==> src/rtl/osd_pkg.sv <==
`timescale 1ns / 1ps
`default_nettype none

package osd_pkg;

  localparam int unsigned DIST_W = 16;
  localparam int unsigned DEG_W  = 9;
  localparam int unsigned CODE_W = 3;
  localparam int unsigned FLAG_W = 4;
  localparam int unsigned ADDR_W = 5;
  localparam int unsigned DATA_W = 32;
  localparam int unsigned LANES  = 4;

  typedef logic [2:0] lvl_t;

  localparam lvl_t LVL_0     = 3'd0;
  localparam lvl_t LVL_1     = 3'd1;
  localparam lvl_t LVL_2     = 3'd2;
  localparam lvl_t LVL_3     = 3'd3;
  localparam lvl_t LVL_CLEAR = 3'd4;

  localparam logic [CODE_W-1:0] SPD_STOP    = 3'd0;
  localparam logic [CODE_W-1:0] SPD_CRAWL   = 3'd1;
  localparam logic [CODE_W-1:0] SPD_MID     = 3'd2;
  localparam logic [CODE_W-1:0] SPD_TOP     = 3'd4;
  localparam logic [CODE_W-1:0] SPD_REVERSE = 3'd5;

  localparam logic [CODE_W-1:0] STR_STRAIGHT    = 3'd0;
  localparam logic [CODE_W-1:0] STR_SOFT_RIGHT  = 3'd1;
  localparam logic [CODE_W-1:0] STR_MED_RIGHT   = 3'd2;
  localparam logic [CODE_W-1:0] STR_SHARP_RIGHT = 3'd3;
  localparam logic [CODE_W-1:0] STR_SOFT_LEFT   = 3'd4;
  localparam logic [CODE_W-1:0] STR_MED_LEFT    = 3'd5;
  localparam logic [CODE_W-1:0] STR_SHARP_LEFT  = 3'd6;
  localparam logic [CODE_W-1:0] STR_LEFT_OFS    = 3'd3;

  // Lane order
  localparam int unsigned LANE_FRONT = 0;
  localparam int unsigned LANE_LEFT  = 1;
  localparam int unsigned LANE_RIGHT = 2;
  localparam int unsigned LANE_BACK  = 3;

  typedef enum logic [2:0] {
    REG_CLEAR,
    REG_LVL3,
    REG_LVL2,
    REG_LVL1,
    REG_NAV_MODE,
    REG_FAR,
    REG_MID,
    REG_STOP
  } reg_idx_t;

  typedef struct packed {
    logic [DIST_W-1:0] clear_thr;
    logic [DIST_W-1:0] lvl3_thr;
    logic [DIST_W-1:0] lvl2_thr;
    logic [DIST_W-1:0] lvl1_thr;
  } thr_t;

  typedef struct packed {
    logic [DIST_W-1:0] far_dist;
    logic [DIST_W-1:0] mid_dist;
    logic [DIST_W-1:0] stop_dist;
  } nav_cfg_t;

  typedef struct packed {
    lvl_t front;
    lvl_t left;
    lvl_t right;
    lvl_t back;
  } lvl_set_t;

  typedef struct packed {
    logic [CODE_W-1:0] speed;
    logic [CODE_W-1:0] steer;
  } drive_t;

endpackage

`default_nettype wire

==> src/rtl/osd_grade_lane.sv <==
`timescale 1ns / 1ps
`default_nettype none

module osd_grade_lane (
  input  wire logic [osd_pkg::DIST_W-1:0] dist_cm,
  input  osd_pkg::thr_t                   thr,
  output osd_pkg::lvl_t                   lvl
);
  import osd_pkg::*;

  always_comb begin
    if (dist_cm >= thr.clear_thr) begin
      lvl = LVL_CLEAR;
    end else if (dist_cm >= thr.lvl3_thr) begin
      lvl = LVL_3;
    end else if (dist_cm >= thr.lvl2_thr) begin
      lvl = LVL_2;
    end else if (dist_cm >= thr.lvl1_thr) begin
      lvl = LVL_1;
    end else begin
      lvl = LVL_0;
    end
  end

endmodule

`default_nettype wire

==> src/rtl/osd_nav.sv <==
`timescale 1ns / 1ps
`default_nettype none

module osd_nav (
  input  wire logic [osd_pkg::DEG_W-1:0]  heading,
  input  wire logic [osd_pkg::DEG_W-1:0]  bearing,
  input  wire logic [osd_pkg::DIST_W-1:0] dist_m,
  input  osd_pkg::nav_cfg_t               cfg,
  output osd_pkg::drive_t                 drive
);
  import osd_pkg::*;

  localparam int unsigned DIFF_W = DEG_W + 2;

  logic signed [DIFF_W-1:0] diff;
  logic signed [DIFF_W-1:0] wrapped;

  assign diff = $signed({2'b00, heading}) - $signed({2'b00, bearing});

  always_comb begin
    if (diff > 11'sd180) begin
      wrapped = diff - 11'sd360;
    end else if (diff < -11'sd180) begin
      wrapped = diff + 11'sd360;
    end else begin
      wrapped = diff;
    end

    if (wrapped > 11'sd60) begin
      drive.steer = STR_SHARP_RIGHT;
    end else if (wrapped > 11'sd45) begin
      drive.steer = STR_MED_RIGHT;
    end else if (wrapped > 11'sd30) begin
      drive.steer = STR_SOFT_RIGHT;
    end else if (wrapped < -11'sd60) begin
      drive.steer = STR_SHARP_LEFT;
    end else if (wrapped < -11'sd45) begin
      drive.steer = STR_MED_LEFT;
    end else if (wrapped < -11'sd30) begin
      drive.steer = STR_SOFT_LEFT;
    end else begin
      drive.steer = STR_STRAIGHT;
    end

    // between stop and mid the car also halts
    if (dist_m > cfg.far_dist) begin
      drive.speed = SPD_TOP;
    end else if (dist_m > cfg.mid_dist) begin
      drive.speed = SPD_MID;
    end else begin
      drive.speed = SPD_STOP;
    end
  end

endmodule

`default_nettype wire

==> src/rtl/osd_merge.sv <==
`timescale 1ns / 1ps
`default_nettype none

module osd_merge (
  input  osd_pkg::lvl_set_t                lvls,
  input  osd_pkg::drive_t                  nav,
  input  wire logic                        nav_mode,
  output osd_pkg::drive_t                  drive,
  output logic [osd_pkg::FLAG_W-1:0]       flags
);
  import osd_pkg::*;

  lvl_t              near;
  lvl_t              near_fl;
  logic [CODE_W-1:0] strength;

  assign flags = {lvls.back  != LVL_CLEAR, lvls.right != LVL_CLEAR,
                  lvls.left  != LVL_CLEAR, lvls.front != LVL_CLEAR};

  assign near_fl  = (lvls.left < lvls.front) ? lvls.left : lvls.front;
  assign near     = (lvls.right < near_fl) ? lvls.right : near_fl;
  assign strength = LVL_3 - near;

  always_comb begin
    if (lvls.front == LVL_CLEAR && lvls.left == LVL_CLEAR && lvls.right == LVL_CLEAR) begin
      if (nav_mode) begin
        drive = nav;
      end else begin
        drive.speed = SPD_TOP;
        drive.steer = STR_STRAIGHT;
      end
    end else if (lvls.front <= LVL_1 && lvls.left <= LVL_1 && lvls.right <= LVL_1) begin
      if (lvls.back > LVL_2) begin
        drive.speed = SPD_REVERSE;
        drive.steer = STR_MED_RIGHT;
      end else begin
        drive.speed = SPD_STOP;
        drive.steer = STR_STRAIGHT;
      end
    end else begin
      drive.speed = (near == LVL_0) ? SPD_CRAWL : near;
      if (near >= LVL_3) begin
        drive.steer = STR_STRAIGHT;
      end else if (lvls.right >= lvls.front && lvls.right >= lvls.left) begin
        drive.steer = strength;
      end else if (lvls.left >= lvls.front && lvls.left >= lvls.right) begin
        drive.steer = strength + STR_LEFT_OFS;
      end else begin
        drive.steer = STR_STRAIGHT;
      end
    end
  end

endmodule

`default_nettype wire

==> src/rtl/obstacle_steer_decision_core.sv <==
// Channel   Direction  Handshake            Payload
// in_       sink       in_valid/in_stall    four distances, heading, bearing, target
// out_      source     out_valid/out_stall  speed_code, steer_code, obstacle_flags
// cfg_      APB slave  psel/penable/pready  8 registers at byte address 4*i
//
// Two register stages: four grading lanes and the navigation unit, then the merge.
// One transaction per cycle unless stalled; out_valid rises after both stages load.
// Reset clears both valid bits and loads the register defaults.
// A stalled output freezes the whole pipeline; in_stall follows out_stall then.
`timescale 1ns / 1ps
`default_nettype none

module obstacle_steer_decision_core (
  input  wire logic                          clk,
  input  wire logic                          rst_n,

  input  wire logic                          in_valid,
  output logic                               in_stall,
  input  wire logic [osd_pkg::DIST_W-1:0]    in_front_distance_cm,
  input  wire logic [osd_pkg::DIST_W-1:0]    in_left_distance_cm,
  input  wire logic [osd_pkg::DIST_W-1:0]    in_right_distance_cm,
  input  wire logic [osd_pkg::DIST_W-1:0]    in_back_distance_cm,
  input  wire logic [osd_pkg::DEG_W-1:0]     in_target_heading_deg,
  input  wire logic [osd_pkg::DEG_W-1:0]     in_current_bearing_deg,
  input  wire logic [osd_pkg::DIST_W-1:0]    in_target_distance_m,

  output logic                               out_valid,
  input  wire logic                          out_stall,
  output logic [osd_pkg::CODE_W-1:0]         out_speed_code,
  output logic [osd_pkg::CODE_W-1:0]         out_steer_code,
  output logic [osd_pkg::FLAG_W-1:0]         out_obstacle_flags,

  input  wire logic                          cfg_psel,
  input  wire logic                          cfg_penable,
  input  wire logic                          cfg_pwrite,
  input  wire logic [osd_pkg::ADDR_W-1:0]    cfg_paddr,
  input  wire logic [osd_pkg::DATA_W-1:0]    cfg_pwdata,
  output logic [osd_pkg::DATA_W-1:0]         cfg_prdata,
  output logic                               cfg_pready
);
  import osd_pkg::*;

  thr_t              thr_r;
  nav_cfg_t          nav_cfg_r;
  logic              nav_mode_r;
  reg_idx_t          reg_idx;
  logic              cfg_wr;

  logic [DIST_W-1:0] lane_dist [LANES];
  lvl_t              lane_lvl  [LANES];
  lvl_set_t          lvls;
  drive_t            nav_drive;

  logic              advance;
  logic              s1_valid_r;
  lvl_set_t          s1_lvls_r;
  drive_t            s1_nav_r;

  drive_t            mrg_drive;
  logic [FLAG_W-1:0] mrg_flags;

  logic              out_valid_r;
  drive_t            out_drive_r;
  logic [FLAG_W-1:0] out_flags_r;

  // configuration
  assign cfg_pready = 1'b1;
  assign reg_idx    = reg_idx_t'(cfg_paddr[ADDR_W-1:2]);
  assign cfg_wr     = cfg_psel && cfg_penable && cfg_pwrite;

  always_ff @(posedge clk) begin
    if (!rst_n) begin
      thr_r.clear_thr     <= 16'd150;
      thr_r.lvl3_thr      <= 16'd100;
      thr_r.lvl2_thr      <= 16'd75;
      thr_r.lvl1_thr      <= 16'd50;
      nav_mode_r          <= 1'b0;
      nav_cfg_r.far_dist  <= 16'd100;
      nav_cfg_r.mid_dist  <= 16'd50;
      nav_cfg_r.stop_dist <= 16'd10;
    end else if (cfg_wr) begin
      case (reg_idx)
        REG_CLEAR:    thr_r.clear_thr     <= cfg_pwdata[DIST_W-1:0];
        REG_LVL3:     thr_r.lvl3_thr      <= cfg_pwdata[DIST_W-1:0];
        REG_LVL2:     thr_r.lvl2_thr      <= cfg_pwdata[DIST_W-1:0];
        REG_LVL1:     thr_r.lvl1_thr      <= cfg_pwdata[DIST_W-1:0];
        REG_NAV_MODE: nav_mode_r          <= cfg_pwdata[0];
        REG_FAR:      nav_cfg_r.far_dist  <= cfg_pwdata[DIST_W-1:0];
        REG_MID:      nav_cfg_r.mid_dist  <= cfg_pwdata[DIST_W-1:0];
        REG_STOP:     nav_cfg_r.stop_dist <= cfg_pwdata[DIST_W-1:0];
        default: begin
        end
      endcase
    end
  end

  always_comb begin
    case (reg_idx)
      REG_CLEAR:    cfg_prdata = {16'd0, thr_r.clear_thr};
      REG_LVL3:     cfg_prdata = {16'd0, thr_r.lvl3_thr};
      REG_LVL2:     cfg_prdata = {16'd0, thr_r.lvl2_thr};
      REG_LVL1:     cfg_prdata = {16'd0, thr_r.lvl1_thr};
      REG_NAV_MODE: cfg_prdata = {31'd0, nav_mode_r};
      REG_FAR:      cfg_prdata = {16'd0, nav_cfg_r.far_dist};
      REG_MID:      cfg_prdata = {16'd0, nav_cfg_r.mid_dist};
      REG_STOP:     cfg_prdata = {16'd0, nav_cfg_r.stop_dist};
      default:      cfg_prdata = '0;
    endcase
  end

  // grading lanes
  assign lane_dist[LANE_FRONT] = in_front_distance_cm;
  assign lane_dist[LANE_LEFT]  = in_left_distance_cm;
  assign lane_dist[LANE_RIGHT] = in_right_distance_cm;
  assign lane_dist[LANE_BACK]  = in_back_distance_cm;

  for (genvar g = 0; g < LANES; g++) begin : g_lane
    osd_grade_lane u_lane (
      .dist_cm (lane_dist[g]),
      .thr     (thr_r),
      .lvl     (lane_lvl[g])
    );
  end

  assign lvls.front = lane_lvl[LANE_FRONT];
  assign lvls.left  = lane_lvl[LANE_LEFT];
  assign lvls.right = lane_lvl[LANE_RIGHT];
  assign lvls.back  = lane_lvl[LANE_BACK];

  osd_nav u_nav (
    .heading (in_target_heading_deg),
    .bearing (in_current_bearing_deg),
    .dist_m  (in_target_distance_m),
    .cfg     (nav_cfg_r),
    .drive   (nav_drive)
  );

  // pipeline control
  assign advance  = !out_valid_r || !out_stall;
  assign in_stall = !advance;

  always_ff @(posedge clk) begin
    if (!rst_n) begin
      s1_valid_r  <= 1'b0;
      out_valid_r <= 1'b0;
    end else if (advance) begin
      s1_valid_r  <= in_valid;
      out_valid_r <= s1_valid_r;
    end
  end

  always_ff @(posedge clk) begin
    if (advance) begin
      s1_lvls_r   <= lvls;
      s1_nav_r    <= nav_drive;
      out_drive_r <= mrg_drive;
      out_flags_r <= mrg_flags;
    end
  end

  osd_merge u_merge (
    .lvls     (s1_lvls_r),
    .nav      (s1_nav_r),
    .nav_mode (nav_mode_r),
    .drive    (mrg_drive),
    .flags    (mrg_flags)
  );

  assign out_valid          = out_valid_r;
  assign out_speed_code     = out_drive_r.speed;
  assign out_steer_code     = out_drive_r.steer;
  assign out_obstacle_flags = out_flags_r;

  a_stall_only_when_full: assert property (@(posedge clk) disable iff (!rst_n)
    in_stall |-> out_valid_r)
    else $error("input stalled with empty output register");

  a_accept_reaches_s1: assert property (@(posedge clk) disable iff (!rst_n)
    in_valid && !in_stall |=> s1_valid_r)
    else $error("accepted transaction lost before stage one");

  a_s1_reaches_out: assert property (@(posedge clk) disable iff (!rst_n)
    s1_valid_r && advance |=> out_valid_r)
    else $error("stage one transaction lost before output");

  a_reverse_steers_right: assert property (@(posedge clk) disable iff (!rst_n)
    out_valid_r && out_drive_r.speed == SPD_REVERSE |-> out_drive_r.steer == STR_MED_RIGHT)
    else $error("reverse without medium right steer");

  a_no_reverse_when_clear: assert property (@(posedge clk) disable iff (!rst_n)
    out_valid_r && out_flags_r[2:0] == 3'b000 |-> out_drive_r.speed != SPD_REVERSE)
    else $error("reverse with front, left and right clear");

endmodule

`default_nettype wire
==> config.mk <==
export PLATFORM = sky130hd
export DESIGN_NAME = obstacle_steer_decision_core
export DESIGN_NICKNAME = d
export VERILOG_FILES = /design/src/rtl/osd_pkg.sv /design/src/rtl/osd_grade_lane.sv /design/src/rtl/osd_nav.sv /design/src/rtl/osd_merge.sv /design/src/rtl/obstacle_steer_decision_core.sv
export SDC_FILE = /design/constraint.sdc
export NUM_CORES = 1
export LEC_CHECK = 0
export ABC_AREA = 1
export BUFFER_PORTS_ARGS = -buffer_cell sky130_fd_sc_hd__buf_4
export CORE_UTILIZATION = 45
export CTS_CLUSTER_DIAMETER = 40
export DETAILED_ROUTE_END_ITERATION = 7
export GPL_TIMING_DRIVEN = 0
export PLACE_DENSITY = 0.62
export SLEW_MARGIN = 40
export SYNTH_ARGS = -nofsm -noshare
export SYNTH_HDL_FRONTEND = slang
export SYNTH_SLANG_ARGS = --single-unit
export TNS_END_PERCENT = 10
==> constraint.sdc <==
create_clock -name clk -period 3.6 [get_ports clk]
set_input_delay 0.18 -clock clk [delete_from_list [all_inputs] [get_ports clk]]
set_output_delay 0.18 -clock clk [all_outputs]
set_load 0.03 [all_outputs]
==> reports/summary.txt <==
outcome: finished clean
die extent in x: 176 µm
critical path startpoint category: register
count of antenna diodes in the layout: 0
count of final hold-check violations: 0
Die Area: 31000 µm²
number of slew-limit violations in the final report: 0
startpoint of the most critical register-to-register path: s1_lvls_r[8]
TritonCTS sink count: 142
Total Neg Setup Slack: 0 ns
highest clock frequency the design can meet: 0.311 GHz
Setup WS pre-CTS: 0.364 ns
Synth async-reset ratio: 0%
Critical Path Sink Type: register
starting density of the core: 45.9%
top-level port count: 187
HPWL Detailed: 36300 µm
clock tree from TritonCTS: done
Top FF cell, synth: dfxtp_1
drt via density: 5.57
Post-DRT Antenna Nets: 0
insertion delay of the later-clocked pin in the worst-skew pair: 0.43 ns
setup slack after layout: 0.389 ns
shortest clock period the worst path allows after layout: 3.21 ns
netlist area before placement: 13600 µm²
TritonRoute pass-1 iters: 6
post-CTS sizing: 0
mean instance size in the synthesized netlist: 7.44 µm²
level count of the clock H-tree: 4
unrepaired setup endpoints after global routing: false
worst-case reg-to-reg path depth: 16
actual transition at the worst max-transition pin: 0.786 ns
share of the synthesized area in the top cell type: 29.0%
category of the critical setup timing path: register to register
vias in the first global route: 12.5k
total congestion overflow: 0
Worst Skew: 0.0107 ns
layout overhead on the synthesized area: 16.8%
Clock Pin Slew Worst Setup and Hold Paths: 0.07 ns
clock root buffer master: clkbuf_16
Crit Path Max Fanout: 5
Commonest cells post-synth: ha_1 (316), nand2_1 (298), inv_1 (245), a21oi_1 (234), o21ai_0 (148)
instance count along the most critical hold path: 3
number of nets in the layout: 2474
vias: 13.5k
synth top area cells: ha_1 (29%), dfxtp_1 (17%), a21oi_1 (8.6%), nand2_1 (8.2%), inv_1 (6.7%)
reported leakage power: 7.53 nW
antenna violations before repair: 0
clock buffers created by TritonCTS: 17
Routed wire per std cell: 18.3 µm
most common cell in the netlist: ha_1
required time of the critical path: 3.89 ns
number of failing setup endpoints in the final timing report: 0
peak supply drop: 0.000337 V
maximum number of pins on one net before global-route repair: 30
power per cell area: 335 nW/µm²
number of port buffers: 150
hold_sp: cfg_pwdata[1]
Final Instance Count excl. Fillers: 2418
synthesis-stage register bit count: 142
minimum setup slack among reg-to-reg paths: 0.39 ns
number of enable-type register cells in the synthesized netlist: 27
arrival time at the worst endpoint: 3.50 ns
initial DRC count: 1080
cell accounting for the most synthesized area: ha_1
count of yosys warnings during synthesis: 0
fraction of final layout cells with drive strength greater than 1: 11.4%
share of synthesized area occupied by flip-flops and latches: 22.8%
destination of the worst hold path: nav_cfg_r[1]
drt drc: 0
global-route wire length before repair: 69000 µm
class of the tightest hold or removal check: input pin to register
relative slew slack: 47.6%
routability-driven placement congestion ratio: 0.920
post-synthesis instance total: 1831
number of maximum-capacitance constraint violations: 0
final cycle utilization of the critical path: 89.2%
die span in y: 176 µm
total of hold buffers inserted after clock tree synthesis: 0
post-synthesis cell type count: 52
end of the worst register-to-register path: out_steer_code[1]
post-CTS repair timing setup buffer count: 0
total routing usage reported by global routing: 28.9%
largest buffer count on any clock path: 2
total wire length after detailed routing: 44300 µm
# placed instances: 2386
number of standard-cell rows in the floorplan: 63
core area: 29700 µm²
## through the flow
step	total power (W)	utilization (%)	cell area (µm²)	hold slack, ns
2_1_floorplan	0.00294	-	13700	0.293
3_3_place_gp	0.00346	51.5	15300	0.450
3_5_place_dp	0.00350	51.5	15300	0.459
4_1_cts	0.00533	53.6	15900	0.0356
5_1_grt	0.00565	53.6	15900	0.0560
6_report	0.00533	53.6	15900	0.0424
## critical path, stage by stage, from the launching register on
cell and delay, ns:
edfxtp_1 0.46, ha_1 0.34, a21oi_1 0.14, o21ai_1 0.13, o21ai_0 0.30, ha_1 0.29, nand3_1 0.08, nand2_1 0.09
nand2_1 0.07, o21a_1 0.22, inv_1 0.07, ha_1 0.28, o21ai_0 0.14, o21ai_0 0.10, nor3b_1 0.20, o21ai_0 0.09
nand2_1 0.06
## layout by cell type (no fill, tap or decap), drive strengths merged, types with 38 or more instances in the layout
cell type	n
inv	253
nand2	311
ha	316
a21oi	239
o21ai	152
clkbuf	53
nor3	38
buf	167
dfxtp	115
nor2	117
nand3	49
## layer usage
| layer | vias up | GRT usage (%) | part of all wire, % |
|---|---|---|---|
| met5 | - | 0 | 0 |
| met4 | 0 | 8.30 | 2.3 |
| met3 | 54 | 2.20 | 6.6 |
| met2 | 488 | 46.0 | 43 |
| met1 | 6167 | 41.6 | 48 |
| li1 | 6761 | - | - |
## layout make-up
type | instances | area [µm²]
clock inverter | 13 | 149
tap | 390 | 488
sequential | 142 | 3110
fill | 2889 | 13800
clock buffer | 19 | 464
multi-input combinational | 1406 | 9400
buffer | 51 | 255
inverter | 247 | 927
timing repair buffer | 150 | 1130
## how the worst max path moves through the flow
| stage | to | cells after the start | startpoint |
|---|---|---|---|
| after global routing | out_steer_code[1] | 17 | s1_lvls_r[11] |
| after floorplan | out_steer_code[1] | 16 | s1_lvls_r[8] |
| after CTS | out_steer_code[1] | 16 | s1_lvls_r[8] |
| after detailed placement | s1_nav_r[0] | 26 | in_target_heading_deg[0] |
| after global placement | s1_nav_r[0] | 24 | in_target_heading_deg[0] |
| final | out_steer_code[1] | 16 | s1_lvls_r[8] |
## kinds of logic after synthesis
family                     Yosys count  share of synthesized area (%)
AOI/OAI and AO/OA                  516                           21.6
xor gates and xnor gates             5                          0.321
adders and majority gates          317                           29.2
buffers and inverters              298                           8.68
DFF                                142                           22.8
other                                2                         0.0551
and+or+nand+nor                    551                           17.3
## power by group
part	internal [W]	leakage, nW	switching (W)	total, W
logic	0.000634	6.01	0.00108	0.00171
clock network	0.00110	0.301	0.000755	0.00185
registers	0.00173	1.22	0.0000406	0.00177
total	0.00346	7.53	0.00188	0.00533
## state kept, by name, summed over array words and instances, names as in the netlist
register            cells
nav_cfg_r              48
s1_nav_r                5
nav_mode_r              1
out_speed_code          3
out_steer_code          3
out_valid               1
thr_r                  64
s1_lvls_r              12
s1_valid_r              1
out_obstacle_flags      4
Note: power is estimated with default switching activity, not from simulation.
